==> config.mk <==
export PLATFORM = sky130hd
export DESIGN_NAME = ptg_eval
export DESIGN_NICKNAME = d
export VERILOG_FILES = /design/src/ptg_pkg.sv /design/src/ptg_eval.sv
export SDC_FILE = /design/constraint.sdc
export NUM_CORES = 1
export LEC_CHECK = 0
export BUFFER_PORTS_ARGS = -buffer_cell sky130_fd_sc_hd__buf_2
export CORE_MARGIN = 3
export CORE_UTILIZATION = 30
export DETAILED_ROUTE_END_ITERATION = 10
export PLACE_DENSITY_LB_ADDON = 0.12
export SYNTH_ARGS = -nofsm -noshare
export SYNTH_HDL_FRONTEND = slang
export SYNTH_SLANG_ARGS = --single-unit
==> constraint.sdc <==
create_clock -name clk -period 3.6 [get_ports clk]
set_input_delay 0 -clock clk [delete_from_list [all_inputs] [get_ports clk]]
set_output_delay 0 -clock clk [all_outputs]
set_load 0.1 [all_outputs]
==> src/ptg_pkg.sv <==
`default_nettype none
package ptg_pkg;

    localparam int PTG_MAX_BOXES = 1024;
    localparam int COST_W        = 21;
    localparam int IDX_W         = 10;
    localparam int Y_WEIGHT      = 15;

    localparam logic [COST_W-1:0] COST_RESET = 21'd100000;

    localparam logic [1:0] MODE_CLEAR  = 2'd0;
    localparam logic [1:0] MODE_APPEND = 2'd1;
    localparam logic [1:0] MODE_QUERY  = 2'd2;

    typedef struct packed {
        logic signed [15:0] x;
        logic signed [15:0] y;
        logic [11:0]        w;
        logic [11:0]        h;
        logic               srch;
    } box_t;

    typedef struct packed {
        logic              valid;
        logic              hit;
        logic [COST_W-1:0] cost;
    } eval_res_t;

    typedef enum logic [1:0] {
        ST_IDLE,
        ST_SCAN,
        ST_DRAIN,
        ST_FINISH
    } seq_state_t;

endpackage
`default_nettype wire

==> src/ptg_eval.sv <==
`default_nettype none
module ptg_eval
    import ptg_pkg::*;
#(
    parameter int IW = 10
) (
    input  wire logic               clk,
    input  wire logic               rst_n,
    input  wire logic               flush,
    input  wire logic               in_valid,
    input  wire logic [IW-1:0]      in_idx,
    input  wire box_t               in_box,
    input  wire logic signed [15:0] px,
    input  wire logic signed [15:0] py,
    output eval_res_t               res,
    output logic [IW-1:0]           res_idx,
    output logic                    busy
);

    // stage 1: containment and signed center offsets
    logic signed [16:0] x17, y17, xe, ye, cx, cy, px17, py17;
    logic signed [17:0] dxs, dys;
    logic               hit1;

    logic               v1_reg, hit1_reg;
    logic signed [17:0] dxs_reg, dys_reg;
    logic [IW-1:0]      idx1_reg;

    // stage 2: magnitudes
    logic [17:0]        adx, ady;
    logic               v2_reg, hit2_reg;
    logic [16:0]        dx_reg, dy_reg;
    logic [IW-1:0]      idx2_reg;

    // stage 3: weighted cost
    logic [COST_W-1:0]  cost;
    logic               v3_reg, hit3_reg;
    logic [COST_W-1:0]  cost_reg;
    logic [IW-1:0]      idx3_reg;

    always_comb
    begin
        x17  = $signed({in_box.x[15], in_box.x});
        y17  = $signed({in_box.y[15], in_box.y});
        px17 = $signed({px[15], px});
        py17 = $signed({py[15], py});
        xe   = x17 + $signed({5'b0, in_box.w});
        ye   = y17 + $signed({5'b0, in_box.h});
        cx   = x17 + $signed({6'b0, in_box.w[11:1]});
        cy   = y17 + $signed({6'b0, in_box.h[11:1]});
        hit1 = (px17 >= x17) && (px17 < xe) && (py17 >= y17) && (py17 < ye);
        dxs  = $signed({cx[16], cx}) - $signed({px17[16], px17});
        dys  = $signed({cy[16], cy}) - $signed({py17[16], py17});
        adx  = dxs_reg[17] ? 18'(-dxs_reg) : 18'(dxs_reg);
        ady  = dys_reg[17] ? 18'(-dys_reg) : 18'(dys_reg);
        cost = COST_W'(dx_reg) + COST_W'(dy_reg) * COST_W'(Y_WEIGHT);
    end

    always_ff @(posedge clk or negedge rst_n)
    begin
        if (!rst_n)
        begin
            v1_reg <= 1'b0;
            v2_reg <= 1'b0;
            v3_reg <= 1'b0;
        end
        else if (flush)
        begin
            v1_reg <= 1'b0;
            v2_reg <= 1'b0;
            v3_reg <= 1'b0;
        end
        else
        begin
            v1_reg <= in_valid && in_box.srch;
            v2_reg <= v1_reg;
            v3_reg <= v2_reg;
        end
    end

    always_ff @(posedge clk)
    begin
        hit1_reg <= hit1;
        dxs_reg  <= dxs;
        dys_reg  <= dys;
        idx1_reg <= in_idx;
        hit2_reg <= hit1_reg;
        dx_reg   <= adx[16:0];
        dy_reg   <= ady[16:0];
        idx2_reg <= idx1_reg;
        hit3_reg <= hit2_reg;
        cost_reg <= cost;
        idx3_reg <= idx2_reg;
    end

    assign res.valid = v3_reg;
    assign res.hit   = hit3_reg;
    assign res.cost  = cost_reg;
    assign res_idx   = idx3_reg;
    assign busy      = v1_reg || v2_reg || v3_reg;

endmodule
`default_nettype wire

==> impl_metrics.py, run 1 <==
metrics = {
    "run_status": {
        "status": "finished, violations left",
        "violations": "setup timing",
    },
    "min_path": {
        "hp-start": "py[0]",
        "worstHoldPathCells": 4,
        "whs_endpoint": "dys_reg[0]$_DFF_P_",
        "hold_class": "in2reg",
    },
    "cells_and_area": {
        "diodes": 0,
        "final_cell_mix": "inv_1 (214), ha_1 (158), buf_2 (136)",
        "final_nets": 1783,
        "seq_area_um2": 2570,
        "syn_to_final_growth_pct": 24.5,
        "drive_above_1_share_pct": 20.8,
        "largest_register_ffs": 21,
        "layout_commonest_cell": "inv_1",
        "multi_input_area_um2": 7630,
        "fillerInstances": 3646,
    },
    "die": {
        "rows": 69,
        "die_w_um": 196,
        "coreArea_um2": 35700,
        "initial_core_util_pct": 30.5,
        "fp.dieArea_um2": 38600,
        "die_h_um": 196,
        "io_pins": 137,
    },
    "route": {
        "post_drt_via_cell_ratio": 4.58,
        "drtPass1Iterations": 4,
        "drt-total-wl_mm": 25.1,
        "drc": 0,
        "drt_iter0_drc": 296,
        "wl_per_cell_um": 13.1,
        "dr_total_vias": 8775,
        "ant_nets": 0,
    },
    "global_route": {
        "antenna_found_initial": 0,
        "overflow": 0,
        "grt_pass1_vias": 8851,
        "grt_pass1_wl_mm": 42.6,
        "grt_max_degree": 18,
        "track_usage_pct": 13.2,
    },
    "critical_path": {
        "crit_path_frequent_cell": "fa_1",
        "cp-end-kind": "flip-flop",
        "required_ns": 3.93,
        "reg2reg_slack_ns": -0.004,
        "crit_type": "reg2reg",
        "cp_num_buf_inv": 4,
        "crit_fanout": 4,
        "cpPeakStageDelay_ns": 0.52,
        "path_cells": "inv_2 > fa_1 > inv_1 > fa_1 > inv_1 > fa_1 > inv_2 > ha_4 > o21ai_2 > o211ai_1 > a41o_4 > nand2_2 > or3_1 > o211ai_1 > xor2_1",
        "crit_path_start_kind": "flip-flop",
        "cp.arrival_ns": 3.94,
        "cp_top_family": "adder cells",
        "rr_startpoint": "dy_reg[1]$_DFF_P_",
        "cp_slowest_cell": "fa_1",
        "reg2reg_to": "cost_reg[16]$_DFF_P_",
        "rr_worst_depth": 15,
    },
    "clock_network": {
        "cts_tree": "built",
        "htreeDepth": 4,
        "cts_buffers": 17,
        "clock_path_buffers": 2,
        "clk_pin_slew_ns": 0.06,
        "insertion_delay_ns": 0.41,
        "clkSinkCount": 127,
        "root_buffer": "clkbuf_16",
    },
    "sta": {
        "tightest_slew_ns": 0.858,
        "clock-skew-final_ns": 0.0109,
        "hold_viol_final": 0,
        "timing.final.crit_share_pct": 100,
        "fin_crit_ns": 3.60,
        "maxSlewHeadroom_pct": 42.1,
        "rsz0062_at_grt": "true",
        "setup_ws_ns": -0.00435,
        "setup_viol": 1,
        "whs_ns": 0.118,
        "drv_slew": 0,
        "fmax_ghz": 0.277,
    },
    "synthesis": {
        "synth.area.top_cells": "dfxtp_1 (23%), ha_1 (19%), fa_1 (13%)",
        "synth-async-reset-ratio_pct": 2.36,
        "syn-instance-count": 1216,
        "synthesis.area_um2": 10900,
        "synth.distinct_cells": 66,
        "ys.flop_type": "dfxtp_1",
        "yosysWarnings": 0,
        "seq_area_frac_synth_pct": 23.5,
        "synth_area_leader_cell": "dfxtp_1",
        "avgSynthCellArea_um2": 8.94,
        "synth_edf_count": 0,
        "synth_top_cell_area_share_pct": 22.8,
        "synth_nets": 1555,
        "synth-seq-cells": 127,
    },
    "flow_run": {
        "cap_violations": 0,
    },
    "placed_design": {
        "dp_hpwl_mm": 21.5,
        "port_buffers": 136,
        "place.gp.congestion": 0.798,
    },
}
cells by family (layout without fill, tap and decap cells):
family / after synthesis / in the layout / share of synthesized area [%]
buffers and inverters: 240 / 480 / 8.35
AO/OA/AOI/OAI: 269 / 269 / 16.8
adder cells (fa/ha/maj): 236 / 236 / 32.0
XOR/XNOR: 94 / 94 / 7.57
AND/OR/NAND/NOR: 247 / 247 / 11.5
flip-flops: 127 / 127 / 23.5
multiplexers: 3 / 3 / 0.276
synth_stat cells (all sizes together), types with 17 or more instances:
| cell type | n |
|---|---|
| inv | 227 |
| a21oi | 79 |
| nand3 | 23 |
| ha | 166 |
| o21ai | 45 |
| nand2 | 63 |
| xnor2 | 71 |
| o31ai | 17 |
| fa | 70 |
| dfxtp | 124 |
| a21o | 33 |
| nor2 | 48 |
| xor2 | 23 |
| nor2b | 19 |
| nor3 | 24 |
worst min-delay path, stage by stage:
cell,delay [ns]
buf_2,0.10
ha_1,0.24
inv_1,0.05
ha_1,0.11
per-stage QoR:
stage	cells	utilization (%)	setup slack (ns)	area [µm²]	setup TNS, ns
after floorplan	1216	-	0.00379	10900	0
after global placement	1863	35.3	-0.156	12600	-0.872
after detailed placement	1863	35.3	-0.176	12600	-1.09
after CTS	1916	37.7	-0.0544	13400	-0.0647
after global routing	1917	38.0	-0.192	13500	-1.11
final	1917	38.0	-0.00435	13500	-0.00435
per-layer routing:
layer,track usage (%),vias up,part of all wire (%)
li1,-,4596,-
met1,18.5,4026,51
met2,21.8,135,46
met3,1.56,18,2.5
met4,3.12,0,1.0
met5,0,-,0
how the worst max path moves through the flow:
| stage | from | end | slack (ns) | depth (start not counted) |
|---|---|---|---|---|
| finish | dy_reg[1]$_DFF_P_ | cost_reg[16]$_DFF_P_ | -0.004 | 15 |
| global route | dy_reg[4]$_DFF_P_ | cost_reg[19]$_DFF_P_ | -0.19 | 16 |
| CTS | dy_reg[1]$_DFF_P_ | cost_reg[16]$_DFF_P_ | -0.05 | 15 |
| detailed placement | dy_reg[4]$_DFF_P_ | cost_reg[20]$_DFF_P_ | -0.18 | 15 |
| global placement | dy_reg[4]$_DFF_P_ | cost_reg[20]$_DFF_P_ | -0.16 | 15 |
| floorplan | dy_reg[4]$_DFF_P_ | cost_reg[18]$_DFF_P_ | 0.004 | 14 |
repair_timing:
item / CTS / global route
pin swaps: 22 / 9
setup endpoints to repair: 8 / 9
hold buffers: 17 / 0
buffers inserted: 5 / 1
endpoints found under the hold margin: 18 / 0
resized for setup: 23 / 22
area by class of cell:
cell class | count | area share (%)
flip-flops and latches | 127 | 19.0
multi-input cells | 849 | 56.4
clock buffers | 18 | 3.24
clock inverters | 13 | 0.684
well taps | 461 | 4.26
repair buffers | 222 | 10.2
inverters | 227 | 6.31
Power of run 1 is not shown: default switching activity piles up to over one toggle a cycle in this logic, so the estimate is an artifact.
==> inputs of run 2 (changes only) <==
--- a/config.mk
+++ b/config.mk
@@ -8,6 +8,7 @@
 export BUFFER_PORTS_ARGS = -buffer_cell sky130_fd_sc_hd__buf_2
 export CORE_MARGIN = 3
 export CORE_UTILIZATION = 30
+export CTS_BUF_LIST = sky130_fd_sc_hd__clkbuf_4
 export DETAILED_ROUTE_END_ITERATION = 10
 export PLACE_DENSITY_LB_ADDON = 0.12
 export SYNTH_ARGS = -nofsm -noshare
==> impl_metrics.py, run 2 (synthesis gave the netlist of run 1 again) <==
metrics = {
    "run_status": {
        "status": "finished, violations left",
        "violations": "setup timing",
    },
    "die": {
        "io_pins": 137,
        "initial_core_util_pct": 30.5,
        "die_h_um": 196,
        "coreArea_um2": 35700,
        "rows": 69,
        "die_w_um": 196,
        "fp.dieArea_um2": 38600,
    },
    "global_route": {
        "track_usage_pct": 13.2,
        "overflow": 0,
        "use_met2_pct": 21.8,
        "grt_pass1_vias": 8854,
        "antenna_found_initial": 1,
        "grt_pass1_wl_mm": 42.7,
        "grtUsageMet3_pct": 1.98,
        "grt_max_degree": 18,
        "met1_usage_pct": 18.6,
        "busiest_layer": "met2",
    },
    "placed_design": {
        "dp_hpwl_mm": 21.5,
        "placedCellCount": 1863,
        "port_buffers": 136,
        "place.gp.congestion": 0.798,
    },
    "clock_network": {
        "clock_path_buffers": 2,
        "clkSinkCount": 127,
        "cts_buffers": 17,
        "cts_tree": "built",
        "clk_pin_slew_ns": 0.10,
        "root_buffer": "clkbuf_4",
        "htreeDepth": 4,
        "insertion_delay_ns": 0.52,
    },
    "critical_path": {
        "required_ns": 4.05,
        "crit_fanout": 4,
        "worstSetupStartpoint": "dy_reg[1]$_DFF_P_",
        "crit_path_start_kind": "flip-flop",
        "cp-end-kind": "flip-flop",
        "rr_worst_depth": 15,
        "reg2reg_to": "cost_reg[16]$_DFF_P_",
        "rr_startpoint": "dy_reg[1]$_DFF_P_",
        "reg2reg_slack_ns": -0.01,
        "cp.arrival_ns": 4.06,
        "crit_type": "reg2reg",
    },
    "cells_and_area": {
        "stdcell_count": 1922,
        "final_nets": 1787,
        "layout_commonest_cell": "inv_1",
        "syn_to_final_growth_pct": 22.1,
        "drive_above_1_share_pct": 20.9,
        "fillerInstances": 3674,
        "final_cell_mix": "inv_1 (215), ha_1 (158), buf_2 (136)",
        "largest_register_ffs": 21,
    },
    "route": {
        "wl_per_cell_um": 13.1,
        "drtPass1Iterations": 4,
        "drc": 0,
        "drt_iter0_drc": 302,
        "ant_nets": 0,
        "drt-total-wl_mm": 25.2,
        "dr_total_vias": 8790,
        "post_drt_via_cell_ratio": 4.57,
    },
    "sta": {
        "fmax_ghz": 0.277,
        "maxSlewHeadroom_pct": 43.5,
        "fin_crit_ns": 3.61,
        "timing.final.crit_share_pct": 100,
        "setup_ws_ns": -0.0110,
        "rsz0062_at_grt": "true",
        "clock-skew-final_ns": 0.0254,
        "tightest_slew_ns": 0.836,
        "drv_slew": 0,
        "hold_viol_final": 0,
        "setup_viol": 1,
    },
    "min_path": {
        "whs_endpoint": "dxs_reg[1]$_DFF_P_",
        "hold_class": "in2reg",
        "hp-start": "px[1]",
        "worstHoldPathCells": 4,
    },
    "flow_run": {
        "cap_violations": 0,
    },
}
run 2: cell types whose count changed in the layout (fill, tap and decap cells not counted), sizes merged:
cell and delta:
buf -2, clkbuf -1, clkinv +1, diode +1
dlygate4sd3 +6
run 2: critical path, stage by stage, from the launching register on:
cell and delay (ns):
dfxtp_2 0.35, inv_2 0.04, fa_1 0.52, inv_1 0.05, fa_1 0.49, inv_1 0.05, fa_1 0.49, inv_2 0.04
ha_4 0.26, o21ai_2 0.05, o211ai_1 0.26, a41o_4 0.30, nand2_2 0.06, or3_1 0.34, o211ai_1 0.10, xor2_1 0.16
run 2: worst max path at each step:
stage | to | slack (ns)
final | cost_reg[16]$_DFF_P_ | -0.01
after CTS | cost_reg[16]$_DFF_P_ | -0.06
after global routing | cost_reg[19]$_DFF_P_ | -0.21
after floorplan | cost_reg[18]$_DFF_P_ | 0.004
after global placement | cost_reg[20]$_DFF_P_ | -0.16
after detailed placement | cost_reg[20]$_DFF_P_ | -0.18
run 2: final cells by class:
| cell class | instances | area (µm²) | area share, % |
|---|---|---|---|
| repair buffers | 226 | 1420 | 10.7 |
| well taps | 461 | 577 | 4.34 |
| flip-flops and latches | 127 | 2570 | 19.3 |
| clock buffers | 17 | 128 | 0.961 |
| clock inverters | 14 | 96.3 | 0.725 |
| inverters | 227 | 855 | 6.43 |
| diodes | 1 | 2.50 | 0.0188 |
| multi-input cells | 849 | 7630 | 57.5 |
run 2: metal layers:
| metal | up-vias | wire length (µm) |
|---|---|---|
| li1 | 4608 | - |
| met5 | - | 0 |
| met3 | 12 | 703 |
| met4 | 0 | 171 |
| met1 | 4037 | 12700 |
| met2 | 133 | 11700 |
run 2: per-stage QoR:
step	setup WS, ns	TNS, ns	instance area (µm²)	utilization, %	hold slack [ns]
after floorplan	0.00379	0	10900	-	-0.296
after global placement	-0.156	-0.872	12600	35.3	-0.201
after detailed placement	-0.176	-1.09	12600	35.3	-0.200
after CTS	-0.0647	-0.0647	13200	37.0	0.00965
after global routing	-0.207	-1.20	13300	37.2	0.0345
final	-0.0110	-0.0110	13300	37.2	0.0666
run 2: what timing repair did:
| action | CTS | global route |
|---|---|---|
| setup endpoints to repair | 8 | 10 |
| buffers inserted | 4 | 0 |
| hold buffers | 23 | 0 |
| gates resized for setup | 26 | 27 |
| cloned | 0 | 0 |
| pin swaps | 22 | 13 |
| endpoints found under the hold margin | 21 | 0 |
Power of run 2 is left out for the same reason.
==> inputs of run 3 (changes only) <==
==> constraint.sdc (replaced) <==
create_clock -name clk -period 3.6 [get_ports clk]
set_input_delay 0.72 -clock clk [delete_from_list [all_inputs] [get_ports clk]]
set_output_delay 0.72 -clock clk [all_outputs]
set_load 0.1 [all_outputs]
==> impl_metrics.py, run 3 (synthesis gave the netlist of run 1 again) <==
metrics = {
    "critical_path": {
        "cp_num_buf_inv": 3,
        "cp.arrival_ns": 4.12,
        "crit_type": "reg2reg",
        "cp_top_family": "adder cells",
        "cpPeakStageDelay_ns": 0.49,
        "crit_path_frequent_cell": "fa_1",
        "rr_worst_depth": 14,
        "reg2reg_slack_ns": -0.05,
        "path_cells": "buf_4 > fa_1 > fa_1 > inv_1 > fa_1 > inv_1 > ha_4 > o21ai_2 > o211ai_1 > a41o_2 > nand2_1 > or3_1 > o211ai_1 > xor2_1",
        "crit_path_start_kind": "flip-flop",
        "crit_fanout": 4,
        "rr_startpoint": "dy_reg[1]$_DFF_P_",
        "reg2reg_to": "cost_reg[16]$_DFF_P_",
        "cp_slowest_cell": "fa_1",
        "cp-end-kind": "flip-flop",
        "required_ns": 4.08,
    },
    "sta": {
        "rsz0062_at_grt": "true",
        "hold_viol_final": 0,
        "maxSlewHeadroom_pct": 42.9,
        "setup_viol": 4,
        "clock-skew-final_ns": 0.0266,
        "fin_crit_ns": 3.65,
        "timing.final.crit_share_pct": 101,
        "setup_ws_ns": -0.0462,
        "tightest_slew_ns": 0.846,
        "fmax_ghz": 0.274,
        "whs_ns": 0.268,
        "drv_slew": 0,
    },
    "route": {
        "ant_nets": 0,
        "drc": 0,
        "drt-total-wl_mm": 25.0,
        "post_drt_via_cell_ratio": 4.53,
        "dr_total_vias": 8786,
        "drtPass1Iterations": 5,
        "wl_per_cell_um": 12.9,
        "drt_iter0_drc": 257,
    },
    "clock_network": {
        "insertion_delay_ns": 0.54,
        "clk_pin_slew_ns": 0.13,
        "clkSinkCount": 127,
        "clock_path_buffers": 2,
        "htreeDepth": 4,
        "root_buffer": "clkbuf_4",
        "cts_tree": "built",
        "cts_buffers": 17,
    },
    "global_route": {
        "busiest_layer": "met2",
        "grt_max_degree": 18,
        "overflow": 0,
        "grt_pass1_wl_mm": 42.7,
        "grt_pass1_vias": 8850,
        "grtUsageMet3_pct": 2.14,
        "met1_usage_pct": 18.5,
        "antenna_found_initial": 1,
        "track_usage_pct": 13.2,
        "use_met2_pct": 21.6,
    },
    "die": {
        "die_h_um": 196,
        "coreArea_um2": 35700,
        "rows": 69,
        "initial_core_util_pct": 30.5,
        "io_pins": 137,
        "die_w_um": 196,
        "fp.dieArea_um2": 38600,
    },
    "run_status": {
        "status": "finished, violations left",
        "violations": "setup timing",
    },
    "placed_design": {
        "port_buffers": 136,
        "dp_hpwl_mm": 21.6,
        "place.gp.congestion": 0.812,
    },
    "cells_and_area": {
        "syn_to_final_growth_pct": 23.6,
        "final_util_pct": 37.7,
        "final_nets": 1804,
        "final_cell_mix": "inv_1 (210), ha_1 (158), buf_2 (136)",
        "largest_register_ffs": 21,
        "drive_above_1_share_pct": 23.8,
        "layout_commonest_cell": "inv_1",
    },
    "flow_run": {
        "cap_violations": 0,
    },
    "min_path": {
        "whs_endpoint": "idx1_reg[9]$_DFF_P_",
        "worstHoldPathCells": 1,
        "hp-start": "in_idx[9]",
        "hold_class": "in2reg",
    },
}
run 3: cell count changes in the layout (fill, tap and decap cells not counted), sizes merged:
cell,delta
buf,+39
dlygate4sd3,-22
clkinv,-5
inv,+5
bufinv,+2
clkinvlp,-1
run 3: final cells by class:
cell class                      count  area [µm²]
Tap cell                          461         577
Fill cell                        3686       22200
Inverter                          227         860
Clock inverter                     15         174
Multi-Input combinational cell    849        7640
Antenna cell                        1        2.50
Clock buffer                       17         128
Sequential cell                   127        2570
Timing Repair Buffer              243        1490
run 3: worst max path at each step:
stage	to	cells past startpoint	slack [ns]	from
2_1_floorplan	cost_reg[18]$_DFF_P_	14	0.004	dy_reg[4]$_DFF_P_
3_3_place_gp	hit1_reg$_DFF_P_	15	-0.53	in_box[1]
3_5_place_dp	hit1_reg$_DFF_P_	15	-0.64	in_box[1]
4_1_cts	cost_reg[16]$_DFF_P_	14	-0.06	dy_reg[2]$_DFF_P_
5_1_grt	cost_reg[16]$_DFF_P_	15	-0.25	dy_reg[1]$_DFF_P_
6_report	cost_reg[16]$_DFF_P_	14	-0.05	dy_reg[1]$_DFF_P_
run 3: through the flow:
| stage | worst slack [ns] | instance area (µm²) | cells | setup TNS, ns |
|---|---|---|---|---|
| after floorplan | 0.00379 | 10900 | 1216 | 0 |
| after global placement | -0.532 | 12900 | 1903 | -1.95 |
| after global routing | -0.253 | 13400 | 1940 | -1.29 |
| after CTS | -0.0614 | 13400 | 1938 | -0.138 |
| final | -0.0462 | 13400 | 1940 | -0.0860 |
| after detailed placement | -0.639 | 12900 | 1903 | -2.05 |
run 3: what timing repair did:
item                                   in CTS  in global routing
hold buffers                                1                  0
endpoints found under the hold margin       3                  0
setup buffers                               2                  1
gates resized for setup                    35                 25
pin swaps                                  30                 14
setup endpoints to repair                   9                  9
run 3: metal layers:
metal / up-vias / part of all wire, %
met4: 0 / 0.93
met3: 15 / 3.1
met1: 3987 / 51
met5: - / 0
li1: 4645 / -
met2: 139 / 45
Power of run 3 is left out for the same reason.
